`src/rtl/uricd_pkg.sv`:
```
`timescale 1ns / 1ps
// ----------------------------------------------------------------------------
// uricd_pkg: shared types and helpers for the URI percent codec
// Character classes, hex tables and the job record passed front to back.
// ----------------------------------------------------------------------------
package uricd_pkg;

	// Queue between front and back
	localparam int QUEUE_DEPTH = 4;
	localparam int QUEUE_AW    = $clog2(QUEUE_DEPTH);

	// Characters
	localparam logic [7:0] ESC_CHAR = 8'h25;

	// Status codes
	localparam logic [1:0] ST_OK      = 2'd0;
	localparam logic [1:0] ST_BAD_RAW = 2'd1;
	localparam logic [1:0] ST_BAD_HEX = 2'd2;
	localparam logic [1:0] ST_TRUNC   = 2'd3;

	// Mode register values
	localparam logic MODE_DECODE = 1'b0;
	localparam logic MODE_ENCODE = 1'b1;

	// Position inside an escape while decoding
	typedef enum logic [1:0] {
		ESC_IDLE = 2'd0,
		ESC_PCT  = 2'd1,
		ESC_HI   = 2'd2
	} esc_t;

	// Output position inside an encoded triple
	localparam logic [1:0] PH_PCT = 2'd0;
	localparam logic [1:0] PH_HI  = 2'd1;
	localparam logic [1:0] PH_LO  = 2'd2;

	// One job from front to back: a single result, or an escape triple
	typedef struct packed {
		logic       enc;    // expand to '%' plus two hex digits of data
		logic [7:0] data;
		logic       valid;
		logic       done;
		logic [1:0] status;
	} job_t;

	localparam logic [7:0] HEX_UPPER [16] = '{
		8'h30, 8'h31, 8'h32, 8'h33, 8'h34, 8'h35, 8'h36, 8'h37,
		8'h38, 8'h39, 8'h41, 8'h42, 8'h43, 8'h44, 8'h45, 8'h46
	};

	function automatic logic is_alnum(input logic [7:0] c);
		return (c >= 8'h30 && c <= 8'h39) || (c >= 8'h41 && c <= 8'h5A) ||
		       (c >= 8'h61 && c <= 8'h7A);
	endfunction

	function automatic logic is_unreserved(input logic [7:0] c);
		return is_alnum(c) || c == 8'h2D || c == 8'h2E || c == 8'h5F || c == 8'h7E;
	endfunction

	function automatic logic is_allowed_raw(input logic [7:0] c);
		return is_unreserved(c) || c == 8'h21 || c == 8'h24 || c == 8'h27 ||
		       c == 8'h28 || c == 8'h29 || c == 8'h2A || c == 8'h2B ||
		       c == 8'h2C || c == 8'h3B || c == 8'h3A || c == 8'h40 ||
		       c == 8'h2F || c == 8'h3F;
	endfunction

	// Bit 4 set when c is not a hex digit
	function automatic logic [4:0] hex_nibble(input logic [7:0] c);
		logic [7:0] t;
		t = 8'd0;
		if (c >= 8'h30 && c <= 8'h39) begin
			t = c - 8'h30;
			return {1'b0, t[3:0]};
		end
		if (c >= 8'h41 && c <= 8'h46) begin
			t = c - 8'h37;
			return {1'b0, t[3:0]};
		end
		if (c >= 8'h61 && c <= 8'h66) begin
			t = c - 8'h57;
			return {1'b0, t[3:0]};
		end
		return 5'b10000;
	endfunction

endpackage

```
`src/rtl/uricd_front.sv`:
```
`timescale 1ns / 1ps
// ----------------------------------------------------------------------------
// uricd_front: input side of the URI percent codec
// Holds the mode and decode state, classifies each item into one job.
// ----------------------------------------------------------------------------
module uricd_front (
	input  logic               clk,
	input  logic               arst_n,
	input  logic               mode_we,
	input  logic               mode_wdata,
	input  logic               accept,
	input  logic [7:0]         in_byte,
	input  logic               value_end,
	output uricd_pkg::job_t    job
);

	logic             mode_q;
	uricd_pkg::esc_t  esc_q, esc_d;
	logic [3:0]       hi_q, hi_d;
	logic [1:0]       status_q, status_d;
	logic [4:0]       digit;

	// Hold mode register
	always_ff @(posedge clk or negedge arst_n) begin
		if (!arst_n) begin
			mode_q <= uricd_pkg::MODE_DECODE;
		end else if (mode_we) begin
			mode_q <= mode_wdata;
		end
	end

	// Classify the item
	always_comb begin
		esc_d    = esc_q;
		hi_d     = hi_q;
		status_d = status_q;
		digit    = uricd_pkg::hex_nibble(in_byte);
		job      = '0;
		if (mode_q == uricd_pkg::MODE_ENCODE) begin
			job.enc   = !uricd_pkg::is_unreserved(in_byte);
			job.data  = in_byte;
			job.valid = 1'b1;
			job.done  = value_end;
		end else begin
			if (status_q == uricd_pkg::ST_OK) begin
				if (esc_q == uricd_pkg::ESC_IDLE) begin
					if (in_byte == uricd_pkg::ESC_CHAR) begin
						esc_d = uricd_pkg::ESC_PCT;
					end else if (uricd_pkg::is_allowed_raw(in_byte)) begin
						job.data  = in_byte;
						job.valid = 1'b1;
					end else begin
						status_d = uricd_pkg::ST_BAD_RAW;
					end
				end else if (digit[4]) begin
					status_d = uricd_pkg::ST_BAD_HEX;
					esc_d    = uricd_pkg::ESC_IDLE;
				end else if (esc_q == uricd_pkg::ESC_PCT) begin
					hi_d  = digit[3:0];
					esc_d = uricd_pkg::ESC_HI;
				end else begin
					job.data  = {hi_q, digit[3:0]};
					job.valid = 1'b1;
					esc_d     = uricd_pkg::ESC_IDLE;
				end
				// Escape left open at the end of the value
				if (value_end && status_d == uricd_pkg::ST_OK &&
				    esc_d != uricd_pkg::ESC_IDLE) begin
					status_d  = uricd_pkg::ST_TRUNC;
					job.valid = 1'b0;
					job.data  = 8'd0;
				end
			end
			job.done   = value_end;
			job.status = status_d;
		end
	end

	// Advance decode state; clear it at the end of a value
	always_ff @(posedge clk or negedge arst_n) begin
		if (!arst_n) begin
			esc_q    <= uricd_pkg::ESC_IDLE;
			hi_q     <= 4'd0;
			status_q <= uricd_pkg::ST_OK;
		end else if (accept) begin
			if (value_end) begin
				esc_q    <= uricd_pkg::ESC_IDLE;
				hi_q     <= 4'd0;
				status_q <= uricd_pkg::ST_OK;
			end else if (mode_q == uricd_pkg::MODE_DECODE) begin
				esc_q    <= esc_d;
				hi_q     <= hi_d;
				status_q <= status_d;
			end
		end
	end

endmodule

```
`src/rtl/uricd_queue.sv`:
```
`timescale 1ns / 1ps
// ----------------------------------------------------------------------------
// uricd_queue: short job queue between front and back
// Register-based first-in first-out store with show-ahead head.
// ----------------------------------------------------------------------------
module uricd_queue (
	input  logic            clk,
	input  logic            arst_n,
	input  logic            wr_en,
	input  uricd_pkg::job_t wr_job,
	input  logic            rd_en,
	output uricd_pkg::job_t head,
	output logic            q_full,
	output logic            q_empty
);

	uricd_pkg::job_t                 slot_q [uricd_pkg::QUEUE_DEPTH];
	logic [uricd_pkg::QUEUE_AW-1:0]  wr_ptr_q, rd_ptr_q;
	logic [uricd_pkg::QUEUE_AW:0]    count_q;

	assign q_full  = (count_q == (uricd_pkg::QUEUE_AW+1)'(uricd_pkg::QUEUE_DEPTH));
	assign q_empty = (count_q == '0);
	assign head    = slot_q[rd_ptr_q];

	// Store incoming job
	always_ff @(posedge clk) begin
		if (wr_en) begin
			slot_q[wr_ptr_q] <= wr_job;
		end
	end

	// Advance pointers and fill count
	always_ff @(posedge clk or negedge arst_n) begin
		if (!arst_n) begin
			wr_ptr_q <= '0;
			rd_ptr_q <= '0;
			count_q  <= '0;
		end else begin
			if (wr_en) begin
				wr_ptr_q <= wr_ptr_q + 1'b1;
			end
			if (rd_en) begin
				rd_ptr_q <= rd_ptr_q + 1'b1;
			end
			if (wr_en && !rd_en) begin
				count_q <= count_q + 1'b1;
			end else if (rd_en && !wr_en) begin
				count_q <= count_q - 1'b1;
			end
		end
	end

endmodule

```
`src/rtl/uricd_back.sv`:
```
`timescale 1ns / 1ps
// ----------------------------------------------------------------------------
// uricd_back: output side of the URI percent codec
// Expands jobs into result items and holds them in the output register.
// ----------------------------------------------------------------------------
module uricd_back (
	input  logic            clk,
	input  logic            arst_n,
	input  uricd_pkg::job_t head,
	input  logic            q_empty,
	output logic            q_pop,
	input  logic            pop,
	output logic            empty,
	output logic [7:0]      out_byte,
	output logic            byte_valid,
	output logic            last_of_run,
	output logic            value_done,
	output logic [1:0]      status
);

	logic       out_valid_q;
	logic [7:0] byte_q;
	logic       bvalid_q, last_q, done_q;
	logic [1:0] status_q;
	logic [1:0] phase_q;
	logic       load;
	logic [7:0] nx_byte;
	logic       nx_bvalid, nx_last, nx_done;
	logic [1:0] nx_status;

	assign load  = (!out_valid_q || pop) && !q_empty;
	assign q_pop = load && nx_last;
	assign empty = !out_valid_q;

	assign out_byte    = byte_q;
	assign byte_valid  = bvalid_q;
	assign last_of_run = last_q;
	assign value_done  = done_q;
	assign status      = status_q;

	// Form the next item from the head job
	always_comb begin
		nx_byte   = head.data;
		nx_bvalid = head.valid;
		nx_last   = 1'b1;
		nx_done   = head.done;
		nx_status = head.status;
		if (head.enc) begin
			nx_bvalid = 1'b1;
			nx_status = uricd_pkg::ST_OK;
			unique case (phase_q)
				uricd_pkg::PH_PCT: begin
					nx_byte = uricd_pkg::ESC_CHAR;
					nx_last = 1'b0;
					nx_done = 1'b0;
				end
				uricd_pkg::PH_HI: begin
					nx_byte = uricd_pkg::HEX_UPPER[head.data[7:4]];
					nx_last = 1'b0;
					nx_done = 1'b0;
				end
				default: begin
					nx_byte = uricd_pkg::HEX_UPPER[head.data[3:0]];
				end
			endcase
		end
	end

	// Advance output valid and triple position
	always_ff @(posedge clk or negedge arst_n) begin
		if (!arst_n) begin
			out_valid_q <= 1'b0;
			phase_q     <= uricd_pkg::PH_PCT;
		end else begin
			if (load) begin
				out_valid_q <= 1'b1;
				phase_q     <= nx_last ? uricd_pkg::PH_PCT : phase_q + 1'b1;
			end else if (pop) begin
				out_valid_q <= 1'b0;
			end
		end
	end

	// Hold the item payload
	always_ff @(posedge clk) begin
		if (load) begin
			byte_q   <= nx_byte;
			bvalid_q <= nx_bvalid;
			last_q   <= nx_last;
			done_q   <= nx_done;
			status_q <= nx_status;
		end
	end

endmodule

```
`src/rtl/uri_percent_codec.sv`:
```
`timescale 1ns / 1ps
// ----------------------------------------------------------------------------
// uri_percent_codec: streaming percent decoder / encoder for URI query values
// Top level joining the classifying front, the job queue and the back end.
// ----------------------------------------------------------------------------
// Usage:
//   Input channel: drive in_byte/value_end and raise push; the item is taken
//   at a clock edge with push high and full low. value_end marks the last
//   byte of a value, after which the decode state starts fresh.
//   Result channel: while empty is low the oldest result sits on out_byte,
//   byte_valid, last_of_run, value_done and status; raise pop to take it.
//   mode (mode_we/mode_wdata) selects decode (0) or encode (1); write it
//   only while no items are in flight.
//   Flow: a taken item is written into the job queue, and the back end then
//   loads its first result into the output register. The back end issues
//   one result per cycle while pop is held high and jobs are queued, so an
//   item gives one result, or three results for an escaped byte in encode
//   mode. A four-entry job queue lets the front keep taking items while the
//   back end is busy or stalled; full rises when it fills, and while pop is
//   low the waiting result holds steady.
//   Reset: arst_n clears mode to decode, the decode state, the queue pointers
//   and the output valid flag (empty high).
// ----------------------------------------------------------------------------
module uri_percent_codec (
	input  logic       clk,
	input  logic       arst_n,
	input  logic       mode_we,
	input  logic       mode_wdata,
	input  logic       push,
	output logic       full,
	input  logic [7:0] in_byte,
	input  logic       value_end,
	output logic       empty,
	input  logic       pop,
	output logic [7:0] out_byte,
	output logic       byte_valid,
	output logic       last_of_run,
	output logic       value_done,
	output logic [1:0] status
);

	uricd_pkg::job_t job, head;
	logic            accept;
	logic            q_pop, q_empty;

	assign accept = push && !full;

	uricd_front u_front (
		.clk        (clk),
		.arst_n     (arst_n),
		.mode_we    (mode_we),
		.mode_wdata (mode_wdata),
		.accept     (accept),
		.in_byte    (in_byte),
		.value_end  (value_end),
		.job        (job)
	);

	uricd_queue u_queue (
		.clk     (clk),
		.arst_n  (arst_n),
		.wr_en   (accept),
		.wr_job  (job),
		.rd_en   (q_pop),
		.head    (head),
		.q_full  (full),
		.q_empty (q_empty)
	);

	uricd_back u_back (
		.clk         (clk),
		.arst_n      (arst_n),
		.head        (head),
		.q_empty     (q_empty),
		.q_pop       (q_pop),
		.pop         (pop),
		.empty       (empty),
		.out_byte    (out_byte),
		.byte_valid  (byte_valid),
		.last_of_run (last_of_run),
		.value_done  (value_done),
		.status      (status)
	);

endmodule
```
`config.mk`:
```
export PLATFORM = sky130hd
export DESIGN_NAME = uri_percent_codec
export DESIGN_NICKNAME = d
export VERILOG_FILES = /design/src/rtl/uricd_pkg.sv /design/src/rtl/uricd_front.sv /design/src/rtl/uricd_queue.sv /design/src/rtl/uricd_back.sv /design/src/rtl/uri_percent_codec.sv
export SDC_FILE = /design/constraint.sdc
export NUM_CORES = 1
export LEC_CHECK = 0
export BUFFER_PORTS_ARGS = -buffer_cell sky130_fd_sc_hd__buf_2
export CAP_MARGIN = 30
export CORE_AREA = 8 8 120 122
export DETAILED_ROUTE_END_ITERATION = 7
export DIE_AREA = 0 0 128 130
export GPL_ROUTABILITY_DRIVEN = 0
export PLACE_DENSITY = 0.48
export SLEW_MARGIN = 20
export SYNTH_ARGS = -nofsm -noshare
export SYNTH_HDL_FRONTEND = slang
export SYNTH_SLANG_ARGS = --single-unit
```
`constraint.sdc`:
```
create_clock -name clk -period 3.1 [get_ports clk]
set_clock_uncertainty 0.2 [all_clocks]
set_input_delay 0.62 -clock clk [delete_from_list [all_inputs] [get_ports clk]]
set_output_delay 0.62 -clock clk [all_outputs]
set_load 0.1 [all_outputs]
```
-- Word level (Yosys, flattened, before mapping)
Memory sizes are Yosys's and may differ from the RTL's.
Cells that the tools add are included.
- register bits after elaboration: 32
- bits in writable memories: 52
- bits in read-only memories: 256
- bits of input ports: 15
- output and inout bits: 15
- word-level logic and storage cells: 177
- memories kept: 3
- $add $sub $neg: 8
- magnitude comparators: 10
- equality and inequality tests: 24
- muxes and demuxes: 64
- bitwise gates (word level): 2
- reductions and logical operators: 52
- memory list (memory ; depth ; bits a word ; read ports ; clocked after memory_dff ; write ports ; RTL line ; text):
    (name not given) ; 16 ; 8 ; 1 ; 0 ; 0 ; uricd_back.sv:58 ; nx_byte = uricd_pkg::HEX_UPPER[head.data[7:4]];
    (name not given) ; 16 ; 8 ; 1 ; 0 ; 0 ; uricd_back.sv:63 ; nx_byte = uricd_pkg::HEX_UPPER[head.data[3:0]];
    u_queue.slot_q ; 4 ; 13 ; 1 ; 0 ; 1 ; uricd_queue.sv:17 ; uricd_pkg::job_t slot_q [uricd_pkg::QUEUE_DEPTH];
- operators with widths (kind ; number):
    == test 8 x 6 -> 1 bit, second input constant ; 15
    2-to-1 mux 9 bit ; 7
    2-to-1 mux 2 bit ; 21
    2-to-1 mux 8 bit ; 5
    less-or-equal comparator 8 x 7 -> 1 bit, second input constant ; 4
    2-to-1 mux 5 bit ; 6
    == test 8 x 7 -> 1 bit, second input constant ; 3
    2-to-1 mux 4 bit ; 6
    logical OR 1 bit ; 20
    >= comparator 8 x 7 -> 1 bit, second input constant ; 2
    case mux 8 bit (2 select lines) ; 1
    2-to-1 mux 1 bit ; 15
    logical AND 1 bit ; 12
    >= comparator 5 bit, second input constant ; 2
    2-to-1 mux 10 bit ; 1
    NOT 4 -> 5 bit ; 2
    nonzero test 2 bit ; 5
    >= comparator 8 x 6 -> 1 bit, second input constant ; 1
    less-or-equal comparator 8 x 6 -> 1 bit, second input constant ; 1
    logical NOT 2 bit ; 4
    subtractor 4 x 3 -> 4 bit, second input constant ; 2
    adder 2 x 1 -> 2 bit, second input constant ; 3
    logical NOT 1 bit ; 6
    2-to-1 mux 3 bit ; 2
    11 further kinds ; 14

-- Longest topological paths before layout
- depth after elaboration: 33
- gate-level depth with buffers: 11
- gate-level depth less buffers: 11

-- Hierarchy
From an unflattened synthesis, not the netlist that was laid out.
- cells, all modules: 333
- area total of the unflattened synthesis: 4418.0 µm²
- modules (own cells, without submodules) (module ; times used ; cells an instance ; area each (µm²) ; sequential area each (µm²)):
    uricd_queue ; 1 ; 102 ; 2299.7 ; 1736.7
    uricd_front ; 1 ; 141 ; 1192.4 ; 225.2
    uricd_back ; 1 ; 89 ; 912.1 ; 465.4
    uri_percent_codec ; 1 ; 1 ; 13.8 ; 0.0

-- Least setup slack after synthesis
OpenSTA, ideal clock, no wires.
- path type: reg2reg
- start point: register u_queue.count_q[0] in the netlist's numbering
- end point: register u_queue.count_q[1] in the netlist's numbering
- setup time: 125 ps
- data arrival time: 4222 ps
- required time: 2775 ps
- path slack: -1447 ps
- cell stages (with the launch flop): 9
- path buffers: 1
- period minus slack after synthesis: 4547 ps
- cells stage by stage: dfrtp_1 nor3b_1 nand2b_1 inv_1 clkbuf_1 ha_1 inv_1 fa_1 mux2_2
- elaborated cells between the ends (all ways): 16
- those cells by class: add/sub: 2; eq/ne: 1; mux: 2; reduce/logical: 11
- RTL lines (what ; RTL line ; text):
    from (decl) ; uricd_queue.sv:19 ; logic [uricd_pkg::QUEUE_AW:0] count_q;
    from (signal assigned) ; uricd_queue.sv:46 ; count_q <= count_q + 1'b1;
    from (signal assigned) ; uricd_queue.sv:48 ; count_q <= count_q - 1'b1;
    == test 3 bit * ; uricd_queue.sv:21 ; assign q_full = (count_q == (uricd_pkg::QUEUE_AW+1)'(uricd_pkg::QUEUE_DEPTH));
    net full ; uri_percent_codec.sv:30 ; output logic full,
    logical NOT 1 bit * ; uri_percent_codec.sv:46 ; assign accept = push && !full;
    logical AND 1 bit * ; uri_percent_codec.sv:46 ;
    net accept ; uri_percent_codec.sv:43 ; logic accept;
    logical NOT 1 bit ; uricd_queue.sv:47 ; end else if (rd_en && !wr_en) begin
    logical AND 1 bit ; uricd_queue.sv:47 ;
    nonzero test 2 bit (no line) ; n/a ;
Mark *: on every way through the listed nets, which the timed path passes. The rest lies on a longest branch. The select of a mux whose other input is x is not followed.
A chain may end at the register's enable or synchronous reset.

-- Worst setup path after layout
- start point: register u_queue.rd_ptr_q[0] in the netlist's numbering
- end point: register u_back.byte_q[0], in the netlist u_back.out_byte[0] (data pin)
- word-level cells in the longest chain between the ends: 7
- elaborated cells between the ends (all ways): 11
- those cells by class: mux: 6; bitwise: 2; memory: 3
- ends and longest elaborated chain (what ; RTL line ; text):
    from (decl) ; uricd_queue.sv:18 ; logic [uricd_pkg::QUEUE_AW-1:0] wr_ptr_q, rd_ptr_q;
    from (signal assigned) ; uricd_queue.sv:43 ; rd_ptr_q <= rd_ptr_q + 1'b1;
    memory read (4 x 13 bit) * ; n/a ;
    NOT 4 -> 5 bit, on equally long branches ; uricd_back.sv:63, uricd_back.sv:58 ;
    memory read (16 x 8 bit), on equally long branches ; n/a ;
    2-to-1 mux 8 bit, on equally long branches (2 in series) ; uricd_back.sv:63, uricd_back.sv:58 ;
    case mux 8 bit (2 select lines) ; uricd_back.sv:51 ; unique case (phase_q)
    2-to-1 mux 8 bit * ; uricd_back.sv:48 ; if (head.enc) begin
    net u_back.nx_byte[0] ; uricd_back.sv:27 ; logic [7:0] nx_byte;
    to (signal assigned) ; uricd_back.sv:87 ; byte_q <= nx_byte;
    to (decl) ; uricd_back.sv:22 ; logic [7:0] byte_q;
Marked as above.

==> impl_metrics.py <==
metrics = {
    "final_layout": {
        "final_cell_mix": "edfxtp_1 (65), buf_2 (29), inv_1 (25), nor2_1 (25), nand2_1 (23)",
        "fillers": 1226,
        "layout_commonest_cell": "edfxtp_1",
        "fin_nets": 411,
        "diodes": 0,
        "area_growth_pct": 16.57,
        "seq_area_um2": 2427,
        "multiInputGateArea_um2": 1673,
        "drive_above_1_share": 0.2052,
    },
    "cts": {
        "cts_hold_buffers": 0,
        "cts_buffer_depth": 2,
        "clkLatencyLatePin_ps": 330,
        "path_clk_slew_ps": 60,
        "cts_made_buffers": 9,
        "cts_tree": "yes",
        "cts_sinks": 84,
        "cts_root_buf": "clkbuf_16",
        "htreeDepth": 3,
        "post_cts_buffers": 0,
        "cts-resized-gates": 0,
    },
    "logic_synthesis": {
        "yosysSeqAreaShare": 0.5701,
        "syn_area_um2": 4258,
        "yosys_warnings": 0,
        "ys_async_sr_fraction": 0.2262,
        "synthDistinctLibCells": 65,
        "syn_avg_cell_area_um2": 12.75,
        "synth-seq-cells": 84,
        "syn_nets": 365,
        "netlist_instances": 334,
        "synth_edf_count": 65,
        "synth_ff_type": "edfxtp_1",
    },
    "worst_hold_path": {
        "hold_path_class": "primary input to async pin",
    },
    "pwr": {
        "total_power_mw": 4.990,
        "vdd_drop_max_uv": 277.1,
        "power.leakage_nw": 1.874,
        "power_density_nw_per_um2": 1005,
    },
    "sta": {
        "setup_viol": 0,
        "finalSetupTns_ps": 0,
        "fmax_mhz": 358.5,
        "fin_crit_ps": 2789,
        "slew_viol_final": 0,
        "period_share": 0.8998,
        "worst_slew_margin_rel": 0.6767,
        "worstMarginPinSlew_ps": 488.2,
        "hold_viol": 0,
        "rsz0062_at_grt": "no",
    },
    "drt": {
        "vias": 2785,
        "wl_per_cell_um": 16.20,
        "post_drt_via_cell_ratio": 5.000,
        "ant_nets": 0,
        "dr.pass1.iters": 4,
        "wl_um": 9026,
        "drt_iter0_drc": 141,
        "drcViolationCount": 0,
    },
    "status": {
        "status": "finished clean",
    },
    "grt": {
        "grt_max_degree": 20,
        "antenna_found_initial": 0,
        "grt_overflow": 0,
        "grt_pass1_wl_um": 14900,
        "grt_pass1_vias": 2857,
        "grtUsageTotal": 0.1177,
    },
    "worst_setup_path": {
        "cp_max_fo": 7,
        "critical_path.max_stage_delay_ps": 700,
        "worst-path-buf-inv": 1,
        "cp.arrival_ps": 2660,
        "crit_chain": "buf_4, mux4_1, nand3_1, o211ai_1, a2111oi_2, a21oi_1",
        "crit_type": "flip-flop to flip-flop",
        "crit_family": "multiplexers",
        "cpMaxStageDelayCell": "mux4_1",
        "cp.required_ps": 2970,
        "end_kind": "flip-flop",
        "critPathLaunchType": "flip-flop",
    },
    "floorplan": {
        "dieArea_um2": 16640,
        "chipHeight_um": 130,
        "core_um2": 12410,
        "start_util": 0.3430,
        "rows": 41,
        "ios": 30,
        "die_w_um": 128,
    },
    "placed_design": {
        "dpl.hpwl_um": 6589,
        "io_buffers": 29,
    },
    "flow_run": {
        "cap_violations": 0,
    },
}
-- flip-flops by register name, indices dropped and copies added, names as in the netlist, 2 cells and up --
register / cells
u_front.hi_q: 4
u_queue.slot_q: 52
u_front.status_q: 2
u_front.esc_q: 2
u_back.phase_q: 2
u_queue.rd_ptr_q: 2
u_back.status: 2
u_back.out_byte: 8
u_queue.count_q: 3
u_queue.wr_ptr_q: 2
-- layer usage --
layer / vias to the layer above / track usage / part of all wire
met5: - / 0 / 0
met4: 0 / 0.06503 / 0.025
met3: 16 / 0.02938 / 0.036
met2: 60 / 0.1923 / 0.48
met1: 1356 / 0.1405 / 0.46
li1: 1353 / - / -
-- report_power, final --
part / total (mW) / internal [mW] / switching (mW) / leakage [nW]
clock: 1.02 / 0.620 / 0.397 / 0.133
sequential: 1.75 / 1.60 / 0.145 / 0.851
combinational: 2.23 / 0.686 / 1.54 / 0.891
total: 4.99 / 2.91 / 2.08 / 1.87
-- cells in the mapped netlist (4+ instances only) --
cell	instances	area (um^2)
a21oi_1	16	80.08
a31oi_1	4	25.02
and2_1	5	31.28
buf_2	5	25.02
dfrtp_1	19	475.5
edfxtp_1	65	1952
ha_1	15	187.7
inv_1	25	93.84
mux4_1	5	131.4
mux4_2	8	180.2
nand2_1	23	86.33
nand2b_1	5	31.28
nand3_1	7	35.03
nor2_1	25	93.84
nor2b_1	6	37.54
nor3_1	5	25.02
o2111ai_1	4	35.03
o21ai_0	11	55.05
o21ai_1	9	45.04
o2bb2ai_1	4	35.03
xnor2_1	6	52.55
xor2_1	4	35.03
-- final timing paths --
check / endpoint / cells past startpoint / start / slack, ps
hold reg to reg: u_queue.count_q[2]$_DFFE_PN0P_ / 1 / u_queue.count_q[2]$_DFFE_PN0P_ / 290
setup / recovery: u_back.out_byte[0]$_DFFE_PP_ / 6 / u_queue.rd_ptr_q[0]$_DFFE_PN0P_ / 310
max in group asynchronous: u_back.phase_q[0]$_DFFE_PN0P_ / 1 / arst_n / 2350
min in group clk: u_front.mode_q$_DFFE_PN0P_ / 2 / mode_we / 270
setup reg to reg: u_back.out_byte[0]$_DFFE_PP_ / 6 / u_queue.rd_ptr_q[0]$_DFFE_PN0P_ / 310
hold / removal: u_queue.wr_ptr_q[1]$_DFFE_PN0P_ / 1 / arst_n / 30
-- through the flow --
| stage | worst slack [ps] | instances | util | cell area, um^2 | hold WS (ps) |
|---|---|---|---|---|---|
| after floorplan | 4.339 | 334 | - | 4269 | 124.4 |
| after global placement | 174.0 | 541 | 0.3774 | 4686 | 288.3 |
| after detailed placement | 65.37 | 541 | 0.3774 | 4686 | 289.8 |
| after CTS | 249.4 | 557 | 0.3998 | 4964 | 33.81 |
| after global routing | 126.8 | 557 | 0.3998 | 4964 | 56.61 |
| final | 310.7 | 557 | 0.3998 | 4964 | 34.76 |
-- area by class of cell --
type | count | share of cell area
inverter | 26 | 0.01966
timing repair buffer | 46 | 0.05495
tap | 172 | 0.04336
multi-input combinational | 213 | 0.3370
sequential | 84 | 0.4890
clock inverter | 3 | 0.007562
clock buffer | 13 | 0.04840
-- logic make-up after synthesis --
family | share of synthesized area
adders and majority gates | 0.04878
DFF | 0.5701
buffers and inverters | 0.04055
xor gates and xnor gates | 0.02057
AOI/OAI and AO/OA | 0.1269
and+or+nand+nor | 0.1149
muxes | 0.07817
(Power assumes the default switching activity.)
